**src/bqr_pkg.sv**
```systemverilog
`default_nettype none
package bqr_pkg;

  // Queue geometry
  localparam int Depth       = 64;
  localparam int HandleWidth = 32;
  localparam int AddrW       = $clog2(Depth);
  localparam int CntW        = $clog2(Depth + 1);

  // Request codes
  localparam logic [2:0] FuncEnq    = 3'd0;
  localparam logic [2:0] FuncDeq    = 3'd1;
  localparam logic [2:0] FuncRemove = 3'd2;
  localparam logic [2:0] FuncSeek   = 3'd3;
  localparam logic [2:0] FuncNext   = 3'd4;

  // Result status codes
  localparam logic [1:0] StOk   = 2'd0;
  localparam logic [1:0] StNull = 2'd1;
  localparam logic [1:0] StFull = 2'd2;
  localparam logic [1:0] StNone = 2'd3;

endpackage
`default_nettype wire

```
**src/bqr_ram.sv**
```systemverilog
`default_nettype none
module bqr_ram #(
  parameter int Width = 32,
  parameter int Depth = 64
) (
  input  wire logic                     clk_i,
  input  wire logic                     we_i,
  input  wire logic [$clog2(Depth)-1:0] waddr_i,
  input  wire logic [Width-1:0]         wdata_i,
  input  wire logic                     re_i,
  input  wire logic [$clog2(Depth)-1:0] raddr_i,
  output logic      [Width-1:0]         rdata_o
);

  logic [Width-1:0] mem_q [Depth];
  logic [Width-1:0] rdata_q;

  always_ff @(posedge clk_i) begin
    if (we_i) begin
      mem_q[waddr_i] <= wdata_i;
    end
    if (re_i) begin
      rdata_q <= mem_q[raddr_i];
    end
  end

  assign rdata_o = rdata_q;

endmodule
`default_nettype wire

```
**src/bounded_queue_with_remove_unit.sv**
```systemverilog
`default_nettype none
// Bounded FIFO of nonzero handles with remove-by-value and an ordinal walk.
//
// Request channel: start_i with func_i / data_in_i; a transaction is taken
// on a rising edge with start_i high and busy_o low.
// Result channel: valid_o strobes for exactly one cycle with status_o,
// data_out_o, count_o, is_empty_o and is_full_o. The receiver cannot stall;
// the result must be captured in that cycle.
// Config channel: cfg_valid_i / cfg_ready_o carry max_entries; ready is
// always high. Write it only while the block is idle.
//
// Result timing by request type:
//   enqueue, seek, spare codes, rejected requests: answered from idle, one
//   per cycle. dequeue, get-next: wait on the slot RAM's registered read
//   in StRead, busy meanwhile. remove (nonzero key, non-empty queue): one
//   RAM access per ordinal, hit or miss; busy_o falls as the strobe rises.
// All entries live in one single-port-write, single-port-read RAM with a
// registered read, so the remove search and shift move one slot per cycle.
//
// Reset: queue empty, head at slot 0, no walk, limit back to Depth. Slot
// contents are not cleared; only occupied slots are ever read.
module bounded_queue_with_remove_unit (
  input  wire logic                           clk_i,
  input  wire logic                           rst_ni,
  // request
  input  wire logic                           start_i,
  output logic                                busy_o,
  input  wire logic [2:0]                     func_i,
  input  wire logic [bqr_pkg::HandleWidth-1:0] data_in_i,
  // configuration
  input  wire logic                           cfg_valid_i,
  output logic                                cfg_ready_o,
  input  wire logic [bqr_pkg::CntW-1:0]       cfg_data_i,
  // result
  output logic                                valid_o,
  output logic [1:0]                          status_o,
  output logic [bqr_pkg::HandleWidth-1:0]     data_out_o,
  output logic [bqr_pkg::CntW-1:0]            count_o,
  output logic                                is_empty_o,
  output logic                                is_full_o
);

  import bqr_pkg::*;

  // Sequencer states
  localparam logic [1:0] StIdle  = 2'd0;  // taking requests
  localparam logic [1:0] StRead  = 2'd1;  // dequeue / get-next read in flight
  localparam logic [1:0] StSrch  = 2'd2;  // streaming reads looking for key
  localparam logic [1:0] StShift = 2'd3;  // closing the gap after a match

  logic [1:0]             state_q, state_d;
  logic [2:0]             func_q, func_d;
  logic [HandleWidth-1:0] key_q, key_d;
  logic [CntW-1:0]        max_q;
  logic [CntW-1:0]        count_q, count_d;
  logic [AddrW-1:0]       head_q, head_d;
  logic [CntW-1:0]        wpos_q, wpos_d;
  logic                   wact_q, wact_d;
  logic [CntW-1:0]        idx_q, idx_d;
  logic                   pend_q, pend_d;
  logic                   res_valid_q, res_valid_d;
  logic [1:0]             status_q, status_d;
  logic [HandleWidth-1:0] dout_q, dout_d;

  logic [CntW-1:0]        limit;
  logic                   ram_we, ram_re;
  logic [AddrW-1:0]       ram_waddr, ram_raddr;
  logic [HandleWidth-1:0] ram_wdata, ram_rdata;
  logic                   match;

  // Physical slot of an ordinal counted from the head; the sum stays below
  // twice the depth, so one compare and subtract wraps it.
  function automatic logic [AddrW-1:0] slot_of(input logic [AddrW-1:0] head,
                                               input logic [CntW-1:0]  ord);
    logic [CntW:0] sum;
    sum = {{(CntW + 1 - AddrW){1'b0}}, head} + {1'b0, ord};
    if (sum >= (CntW + 1)'(Depth)) begin
      sum = sum - (CntW + 1)'(Depth);
    end
    return sum[AddrW-1:0];
  endfunction

  // Zero or an over-large setting falls back to the full depth
  always_comb begin
    if (max_q == '0 || max_q > CntW'(Depth)) begin
      limit = CntW'(Depth);
    end else begin
      limit = max_q;
    end
  end

  assign match = pend_q && (ram_rdata == key_q);

  always_comb begin
    state_d     = state_q;
    func_d      = func_q;
    key_d       = key_q;
    count_d     = count_q;
    head_d      = head_q;
    wpos_d      = wpos_q;
    wact_d      = wact_q;
    idx_d       = idx_q;
    pend_d      = pend_q;
    res_valid_d = 1'b0;
    status_d    = status_q;
    dout_d      = dout_q;
    ram_we      = 1'b0;
    ram_waddr   = '0;
    ram_wdata   = '0;
    ram_re      = 1'b0;
    ram_raddr   = '0;

    unique case (state_q)
      StIdle: begin
        if (start_i) begin
          func_d = func_i;
          key_d  = data_in_i;
          unique case (func_i)
            FuncEnq: begin
              res_valid_d = 1'b1;
              dout_d      = '0;
              // null check ranks above the full check
              if (data_in_i == '0) begin
                status_d = StNull;
              end else if (count_q >= limit) begin
                status_d = StFull;
              end else begin
                status_d  = StOk;
                ram_we    = 1'b1;
                ram_waddr = slot_of(head_q, count_q);
                ram_wdata = data_in_i;
                count_d   = count_q + CntW'(1);
              end
            end
            FuncDeq: begin
              if (count_q == '0) begin
                res_valid_d = 1'b1;
                status_d    = StNone;
                dout_d      = '0;
              end else begin
                ram_re    = 1'b1;
                ram_raddr = head_q;
                state_d   = StRead;
              end
            end
            FuncRemove: begin
              if (data_in_i == '0 || count_q == '0) begin
                res_valid_d = 1'b1;
                status_d    = StNone;
                dout_d      = '0;
              end else begin
                idx_d   = '0;
                pend_d  = 1'b0;
                state_d = StSrch;
              end
            end
            FuncSeek: begin
              wpos_d      = '0;
              wact_d      = (count_q != '0);
              res_valid_d = 1'b1;
              status_d    = (count_q != '0) ? StOk : StNone;
              dout_d      = '0;
            end
            FuncNext: begin
              if (!wact_q) begin
                res_valid_d = 1'b1;
                status_d    = StNone;
                dout_d      = '0;
              end else if (wpos_q >= count_q) begin
                wact_d      = 1'b0;
                res_valid_d = 1'b1;
                status_d    = StNone;
                dout_d      = '0;
              end else begin
                ram_re    = 1'b1;
                ram_raddr = slot_of(head_q, wpos_q);
                state_d   = StRead;
              end
            end
            default: begin
              // unused code: no effect
              res_valid_d = 1'b1;
              status_d    = StOk;
              dout_d      = '0;
            end
          endcase
        end
      end

      StRead: begin
        res_valid_d = 1'b1;
        status_d    = StOk;
        dout_d      = ram_rdata;
        if (func_q == FuncDeq) begin
          head_d  = (head_q == AddrW'(Depth - 1)) ? '0 : head_q + AddrW'(1);
          count_d = count_q - CntW'(1);
        end else begin
          wpos_d = wpos_q + CntW'(1);
        end
        state_d = StIdle;
      end

      StSrch: begin
        // idx_q is the next ordinal to read; a pending word is idx_q - 1
        if (match) begin
          if (idx_q < count_q) begin
            ram_re    = 1'b1;
            ram_raddr = slot_of(head_q, idx_q);
            idx_d     = idx_q - CntW'(1);
            state_d   = StShift;
          end else begin
            // matched the tail: nothing to move
            res_valid_d = 1'b1;
            status_d    = StOk;
            dout_d      = '0;
            count_d     = count_q - CntW'(1);
            state_d     = StIdle;
          end
        end else if (idx_q < count_q) begin
          ram_re    = 1'b1;
          ram_raddr = slot_of(head_q, idx_q);
          idx_d     = idx_q + CntW'(1);
          pend_d    = 1'b1;
        end else begin
          res_valid_d = 1'b1;
          status_d    = StNone;
          dout_d      = '0;
          state_d     = StIdle;
        end
      end

      StShift: begin
        // read data is the entry after idx_q; move it down one place
        ram_we    = 1'b1;
        ram_waddr = slot_of(head_q, idx_q);
        ram_wdata = ram_rdata;
        if ((idx_q + CntW'(2)) < count_q) begin
          ram_re    = 1'b1;
          ram_raddr = slot_of(head_q, idx_q + CntW'(2));
          idx_d     = idx_q + CntW'(1);
        end else begin
          res_valid_d = 1'b1;
          status_d    = StOk;
          dout_d      = '0;
          count_d     = count_q - CntW'(1);
          state_d     = StIdle;
        end
      end

      default: begin
        state_d = StIdle;
      end
    endcase
  end

  always_ff @(posedge clk_i or negedge rst_ni) begin
    if (!rst_ni) begin
      state_q     <= StIdle;
      count_q     <= '0;
      head_q      <= '0;
      wpos_q      <= '0;
      wact_q      <= 1'b0;
      idx_q       <= '0;
      pend_q      <= 1'b0;
      res_valid_q <= 1'b0;
      max_q       <= '0;
    end else begin
      state_q     <= state_d;
      count_q     <= count_d;
      head_q      <= head_d;
      wpos_q      <= wpos_d;
      wact_q      <= wact_d;
      idx_q       <= idx_d;
      pend_q      <= pend_d;
      res_valid_q <= res_valid_d;
      if (cfg_valid_i) begin
        max_q <= cfg_data_i;
      end
    end
  end

  // payload registers
  always_ff @(posedge clk_i) begin
    func_q   <= func_d;
    key_q    <= key_d;
    status_q <= status_d;
    dout_q   <= dout_d;
  end

  bqr_ram #(
    .Width(HandleWidth),
    .Depth(Depth)
  ) u_slots (
    .clk_i  (clk_i),
    .we_i   (ram_we),
    .waddr_i(ram_waddr),
    .wdata_i(ram_wdata),
    .re_i   (ram_re),
    .raddr_i(ram_raddr),
    .rdata_o(ram_rdata)
  );

  assign busy_o      = (state_q != StIdle);
  assign cfg_ready_o = 1'b1;
  assign valid_o     = res_valid_q;
  assign status_o    = status_q;
  assign data_out_o  = dout_q;
  // count register already holds the post-request value during the strobe
  assign count_o     = count_q;
  assign is_empty_o  = (count_q == '0);
  assign is_full_o   = (count_q >= limit);

endmodule
`default_nettype wire
```
**config.mk**
```make
export PLATFORM = sky130hd
export DESIGN_NAME = bounded_queue_with_remove_unit
export DESIGN_NICKNAME = d
export VERILOG_FILES = /design/src/bqr_pkg.sv /design/src/bqr_ram.sv /design/src/bounded_queue_with_remove_unit.sv
export SDC_FILE = /design/constraint.sdc
export NUM_CORES = 2
export LEC_CHECK = 0
export BUFFER_PORTS_ARGS = -buffer_cell sky130_fd_sc_hd__buf_2
export CAP_MARGIN = 20
export CORE_ASPECT_RATIO = 1.75
export CORE_MARGIN = 5
export CORE_UTILIZATION = 50
export DETAILED_ROUTE_END_ITERATION = 8
export GPL_TIMING_DRIVEN = 0
export PLACE_DENSITY = 0.65
export SLEW_MARGIN = 20
export SYNTH_ARGS = -nofsm -noshare
export SYNTH_HDL_FRONTEND = slang
export SYNTH_HIERARCHICAL = 1
export SYNTH_SLANG_ARGS = --single-unit
```
**constraint.sdc**
```tcl
create_clock -name clk_i -period 6.7 [get_ports clk_i]
set_input_delay 1.005 -clock clk_i [delete_from_list [all_inputs] [get_ports clk_i]]
set_output_delay 1.005 -clock clk_i [all_outputs]
set_load 0.01 [all_outputs]
```
# Word-level counts from Yosys, hierarchy flattened
# Memories as Yosys holds them, arrays and structs flattened. A register that Yosys moved wholly into a read port is not among the register bits.
# Cells that the tools add are included.
dict set report totals {
  mem_count 1
  in_bits 46
  out_inout_bits 46
  elab_cells 203
  ram_bits 2048
  regBits 108
}
# memory depth word_bits read_ports rd_ports_with_merged_regs write_ports line_no
set memory_table {}
lappend memory_table {u_slots.mem_q 64 32 1 1 1 bqr_ram.sv:15} ;# logic [Width-1:0] mem_q [Depth];
dict set report classes {
  n_reduce_logical 23
  eq_ne 34
  order_cmp 9
  add_sub_neg 15
  muxes 108
}
# cell count
set op_table {}
lappend op_table {{$mux W32} 11}
lappend op_table {{$mux W7} 19}
lappend op_table {{$pmux W32 S4} 1}
lappend op_table {{$pmux W32 S3} 1}
lappend op_table {{$mux W6} 15}
lappend op_table {{$pmux W32 S2} 1}
lappend op_table {{$mux W2} 19}
lappend op_table {{$add A6 B7 Y8} 4}
lappend op_table {{$eq A32 B32 Y1} 1}
lappend op_table {{$ge A8 B7 Y1 const B} 4}
lappend op_table {{$logic_not A32 Y1} 1}
lappend op_table {{$pmux W7 S4} 1}
lappend op_table {{$mux W1} 24}
lappend op_table {{$ne A2 B2 Y1 const B} 12}
lappend op_table {{$pmux W6 S2} 2}
lappend op_table {{$sub A6 B1 Y6 const B} 4}
lappend op_table {{$add A7 B1 Y7 const B} 3}
lappend op_table {{$ne A3 B3 Y1 const B} 7}
lappend op_table {{$pmux W7 S3} 1}
lappend op_table {{$pmux W6 S3} 1}
lappend op_table {{$reduce_and A6 Y1} 3}
lappend op_table {{$pmux W2 S4} 2}
lappend op_table {{$reduce_and A8 Y1} 2}
lappend op_table {{$ge A7 B7 Y1} 2}
lappend op_table {{31 further kinds} 48}

# Longest topological paths before layout
dict set report depth {
  depth_word 11
  depth_mapped 22
  mapped_depth_nobuf 15
}

# Cells and area by module
# Netlist, hierarchy kept.
# module seq_area_each_um2 cells_per_inst n_inst area_each_um2
set modules_own_cells {}
lappend modules_own_cells {bqr_ram 62459.9 3511 1 79359.9}
lappend modules_own_cells {bounded_queue_with_remove_unit 3047.9 718 1 7335.8}

# Least setup slack after synthesis
# No wires, ideal clock.
dict set report synth_path {
  path_type {in2reg}
  start {input port start_i}
  end {memory u_slots.mem_q[28][0] (enable)}
  path_slack_ns 1.146
  arrival_time_ns 5.133
  setup_time_ns 0.421
  path_buffers 3
  cell_stages 11
  cell_sequence {nand2_1 -> inv_1 -> and3_1 -> clkbuf_1 -> a22oi_1 -> nor2_1 -> clkbuf_1 -> or3b_2 -> or2_2 -> clkbuf_1 -> nor2_1}
}
# item line_no
set synth_rtl {}
lappend synth_rtl {{start, declared} bounded_queue_with_remove_unit.sv:26} ;# input wire logic start_i,
lappend synth_rtl {{$mux W6} bounded_queue_with_remove_unit.sv:115} ;# if (start_i) begin
lappend synth_rtl {{$pmux W6 S2} bounded_queue_with_remove_unit.sv:113} ;# unique case (state_q)
lappend synth_rtl {{named net ram_waddr[2]} bounded_queue_with_remove_unit.sv:67} ;# logic [AddrW-1:0] ram_waddr, ram_raddr;
lappend synth_rtl {{end, declared} bqr_ram.sv:15}
# The timed path passes the listed nets, and every way through them passes these cells.

# Final worst setup path
dict set report layout_path {
  start {register idx_q[3]}
  end {register u_slots.rdata_q[22], in the netlist u_slots/rdata_o[22], read port of u_slots.mem_q, data pin}
}
dict set report layout_between {
  elab_chain_len 6
}
# item line_no
set layout_rtl {}
lappend layout_rtl {{start, declared} bounded_queue_with_remove_unit.sv:59} ;# logic [CntW-1:0] idx_q, idx_d;
lappend layout_rtl {{start signal, assigned} bounded_queue_with_remove_unit.sv:273} ;# idx_q <= idx_d;
lappend layout_rtl {{$add A7 B2 Y7} {bounded_queue_with_remove_unit.sv:237, bounded_queue_with_remove_unit.sv:239}}
lappend layout_rtl {{$add A6 B7 Y8} bounded_queue_with_remove_unit.sv:76} ;# sum = {{(CntW + 1 - AddrW){1'b0}}, head} + {1'b0, ord};
lappend layout_rtl {{$ge A8 B7 Y1 or $sub A6 B1 Y6 (tied branches)} {bounded_queue_with_remove_unit.sv:77, bounded_queue_with_remove_unit.sv:78}}
lappend layout_rtl {{$mux W6} bounded_queue_with_remove_unit.sv:77} ;# if (sum >= (CntW + 1)'(Depth)) begin
lappend layout_rtl {{$mux W6} bounded_queue_with_remove_unit.sv:237} ;# if ((idx_q + CntW'(2)) < count_q) begin
lappend layout_rtl {{$pmux W6 S3 *} bounded_queue_with_remove_unit.sv:113}
lappend layout_rtl {{named net ram_raddr[3]} bounded_queue_with_remove_unit.sv:67}
lappend layout_rtl {{end, declared} bqr_ram.sv:16} ;# logic [Width-1:0] rdata_q;
# Mark *: on every way through the listed nets, which the timed path passes. The rest lies on a longest branch.
# A chain may end at the register's enable or synchronous reset.

==> impl_metrics.yaml <==
clocking:
  cts_num_sinks: 2188
  cts-root-buf: "clkbuf_16"
  cts-htree-levels: 4
  postCtsSetupBuffers: 0
  numCtsBuffers: 187
  tritoncts: "done"
  cts.clk_slew.worst_paths_ns: 0.07
  holdBufCountCts: 0
  insertion_delay_ns: 0.83
  clockBufferDepth: 4
synth:
  async_flop_share: 0.01782
  syn-cell-area_sq_um: 86700
  netlist_instances: 4229
  ys_seq_area_frac: 0.7556
  synth_seq_cells: 2188
  postSynthAreaPerCell_sq_um: 20.50
  synth_nets: 4342
  synth_cell_type_count: 82
  ys.flop_type: "edfxtp_1"
  synth_warnings: 6
  synth-edff-count: 2149
sta:
  clock_skew_ns: 0.03661
  slew_headroom: 0.1850
  fin_tns_setup_ns: -0.1405
  max_freq_mhz: 147.7
  finalCriticalPeriod_ns: 6.773
  finalHoldViolations: 0
  setup_ws_ns: -0.07260
  setup_viol: 4
  worstMarginPinSlew_ns: 1.222
  min_period_over_period: 1.011
  report.final.slew_viol_count: 0
  worst_hold_slack_ns: 0.3493
worst_setup_path:
  worstPathRequired_ns: 7.21
  reg2regPathDepth: 15
  path_class: "flop to flop"
  endpoint_kind: "flop"
  slowest_delay_ns: 0.69
  r2r-start: "idx_q[3]"
  worst_r2r_endpoint: "u_slots/rdata_o[22]"
  worst-path-max-fanout: 10
  rrSetupSlack_ns: -0.07
  cp_common_cell: "clkbuf_2"
  crit_chain: "buf_1 -> nand3_1 -> xnor2_1 -> ha_1 -> a2111o_1 -> a31oi_1 -> o21a_1 -> a22oi_1 -> a21oi_2 -> buf_2 -> clkbuf_2 -> clkbuf_2 -> mux2i_1 -> a21oi_1 -> a221oi_1"
  critPathArrivalTime_ns: 7.28
  cpMaxStageDelayCell: "a221oi_1"
  crit_end: "u_slots/rdata_o[22]"
  startpoint: "idx_q[3]"
  start_kind: "flop"
layout:
  final_cells: 7051
  syn2layout_area_growth_pct: 15.78
  drive_above_1_share: 0.2582
  finish.instance_area_sq_um: 100400
  fin_nets: 4775
floorplan:
  die-area_sq_um: 182100
  die_y_um: 560.9
  start_util: 0.5015
  die_w_um: 324.8
  rows: 202
  pin_count: 92
  core-area_sq_um: 172900
status:
  violations: "negative setup slack"
  status: "complete, but fails checks"
routing:
  wirelength_mm: 260.0
  dr_total_vias: 46317
  firstDrtPassIters: 6
  post_drt_wl_per_cell_um: 36.87
  route.detailed.drc: 0
  antenna_left: 0
  drtIter0Drc: 6070
  viasPerCell: 6.569
flow_run:
  drv_cap: 0
grt:
  grt_pass1_vias: 47184
  globalRouteOverflowTotal: 0
  grt_usage: 0.2818
  grt_first_pass_wirelength_mm: 360.9
  grt_max_degree: 47
  antenna_found_initial: 16
placed_design:
  place_congestion: 0.9249
  dp_hpwl_mm: 183.3
  place.port_buffers: 89
  placed_cells: 6719
  place_area_sq_um: 94310
power_and_ir_drop:
  ir_drop_mv: 0.1947
  power.density_nw_per_um2: 256.8
  power.total_uw: 25780
  p_leak_uw: 0.02553
hold_path:
  hp-class: "primary input to async pin"
[layout by cell type, fill, tap and decap left out, drive strengths merged, types with 15 or more instances in the layout]
master  count
a211oi     24
a21oi      60
a22o       20
a22oi     168
a31oi      25
and2       38
buf       381
bufinv     23
clkbuf    319
clkinv     75
dfrtp      39
edfxtp   2149
ha         62
inv        36
mux2i     202
mux4      446
nand2      66
nand2b     15
nand3      67
nor2      158
nor2b      22
nor3       15
nor4       18
o21ai      50
o221ai     16
o22ai      43
xnor2      25
xor2       47
[Yosys cell counts (all sizes together), types with 16 or more instances]
cell type	count	area share
nand2	66	0.0029
dfrtp	39	0.011
mux2i	202	0.023
a21oi	60	0.0035
nor2b	22	0.0016
ha	62	0.0089
o22ai	43	0.0031
edfxtp	2149	0.74
nand3	67	0.0039
a22o	20	0.0020
buf	137	0.012
xnor2	25	0.0025
o221ai	16	0.0016
mux4	446	0.12
and2	38	0.0028
a211oi	24	0.0021
nor2	158	0.0068
a22oi	168	0.015
a31oi	25	0.0018
clkbuf	102	0.0047
inv	32	0.0014
xor2	47	0.0047
nor4	18	0.0013
o21ai	50	0.0029
[cell families (layout without fill, tap and decap cells)]
kind of cell | after synthesis | in the layout | share of synthesized area
mux | 661 | 661 | 0.1409
simple gates | 468 | 468 | 0.02705
fa+ha+maj | 67 | 67 | 0.01010
buf+inv | 271 | 845 | 0.01810
flops | 2188 | 2188 | 0.7556
xor+xnor | 72 | 72 | 0.007274
other cells | 1 | 5 | 0.00004325
compound gates | 501 | 501 | 0.04092
[worst max-delay path, delay by kind of cell, from the launching register on]
kind	cells	cell delay (ns)
AO/OA/AOI/OAI	7	2.45
XOR/XNOR	1	0.29
adder cells (fa/ha/maj)	1	0.31
buffers and inverters	4	2.22
flip-flops	1	0.52
multiplexers	1	0.49
AND/OR/NAND/NOR	1	0.15
[registers in the layout, summed over array words and instances (netlist names), 6 cells and up]
name	flops
head_q	6
data_out_o	32
u_slots/rdata_o	32
max_q	7
idx_q	7
wpos_q	7
key_q	32
u_slots/mem_q	2048
count_o	7
[power breakdown]
part / switching, uW / total (uW) / internal, uW
sequential: 4.57 / 14800 / 14800
combinational: 35.6 / 59.6 / 23.9
clock: 4820 / 10900 / 6100
[layer usage]
layer | global-route usage | up-vias | part of all wire
met5 | 0 | - | 0.00028
met4 | 0.1937 | 6 | 0.090
li1 | - | 18456 | -
met2 | 0.4933 | 2805 | 0.51
met1 | 0.3145 | 24173 | 0.32
met3 | 0.04978 | 877 | 0.084
[per-stage QoR]
stage | utilization | setup slack (ns)
finish | 0.5806 | -0.07260
global route | 0.5806 | -0.009695
CTS | 0.5805 | 0.008939
detailed placement | 0.5456 | -0.8417
global placement | 0.5203 | -2.296
floorplan | - | 1.146
[repair_timing]
action | CTS | global route
endpoints found under the setup margin | 21 | 11
hold endpoints to repair | 0 | 0
gates resized for setup | 8 | 11
[cell type report]
| cell class | instances | area (sq um) |
|---|---|---|
| fill | 12419 | 72500 |
| sequential | 2188 | 65510 |
| multi-input combinational | 1770 | 20420 |
| clock buffer | 218 | 4881 |
| timing repair buffer | 246 | 4031 |
| tap | 2244 | 2808 |
| buffer | 237 | 1464 |
| clock inverter | 112 | 1135 |
| inverter | 32 | 120.1 |
| antenna | 4 | 10.01 |
[how the worst min path moves through the flow]
stage               startpoint         to  slack [ns]  cells after the start
finish                  rst_ni   max_q[3]        0.35                      1
global route         func_i[0]  func_q[0]        0.37                      1
CTS                     rst_ni    valid_o        0.34                      1
detailed placement    max_q[0]   max_q[0]        0.53                      1
global placement      max_q[2]   max_q[2]        0.52                      1
floorplan             max_q[0]   max_q[0]        0.50                      1
Note: power is estimated with default switching activity, not from simulation.
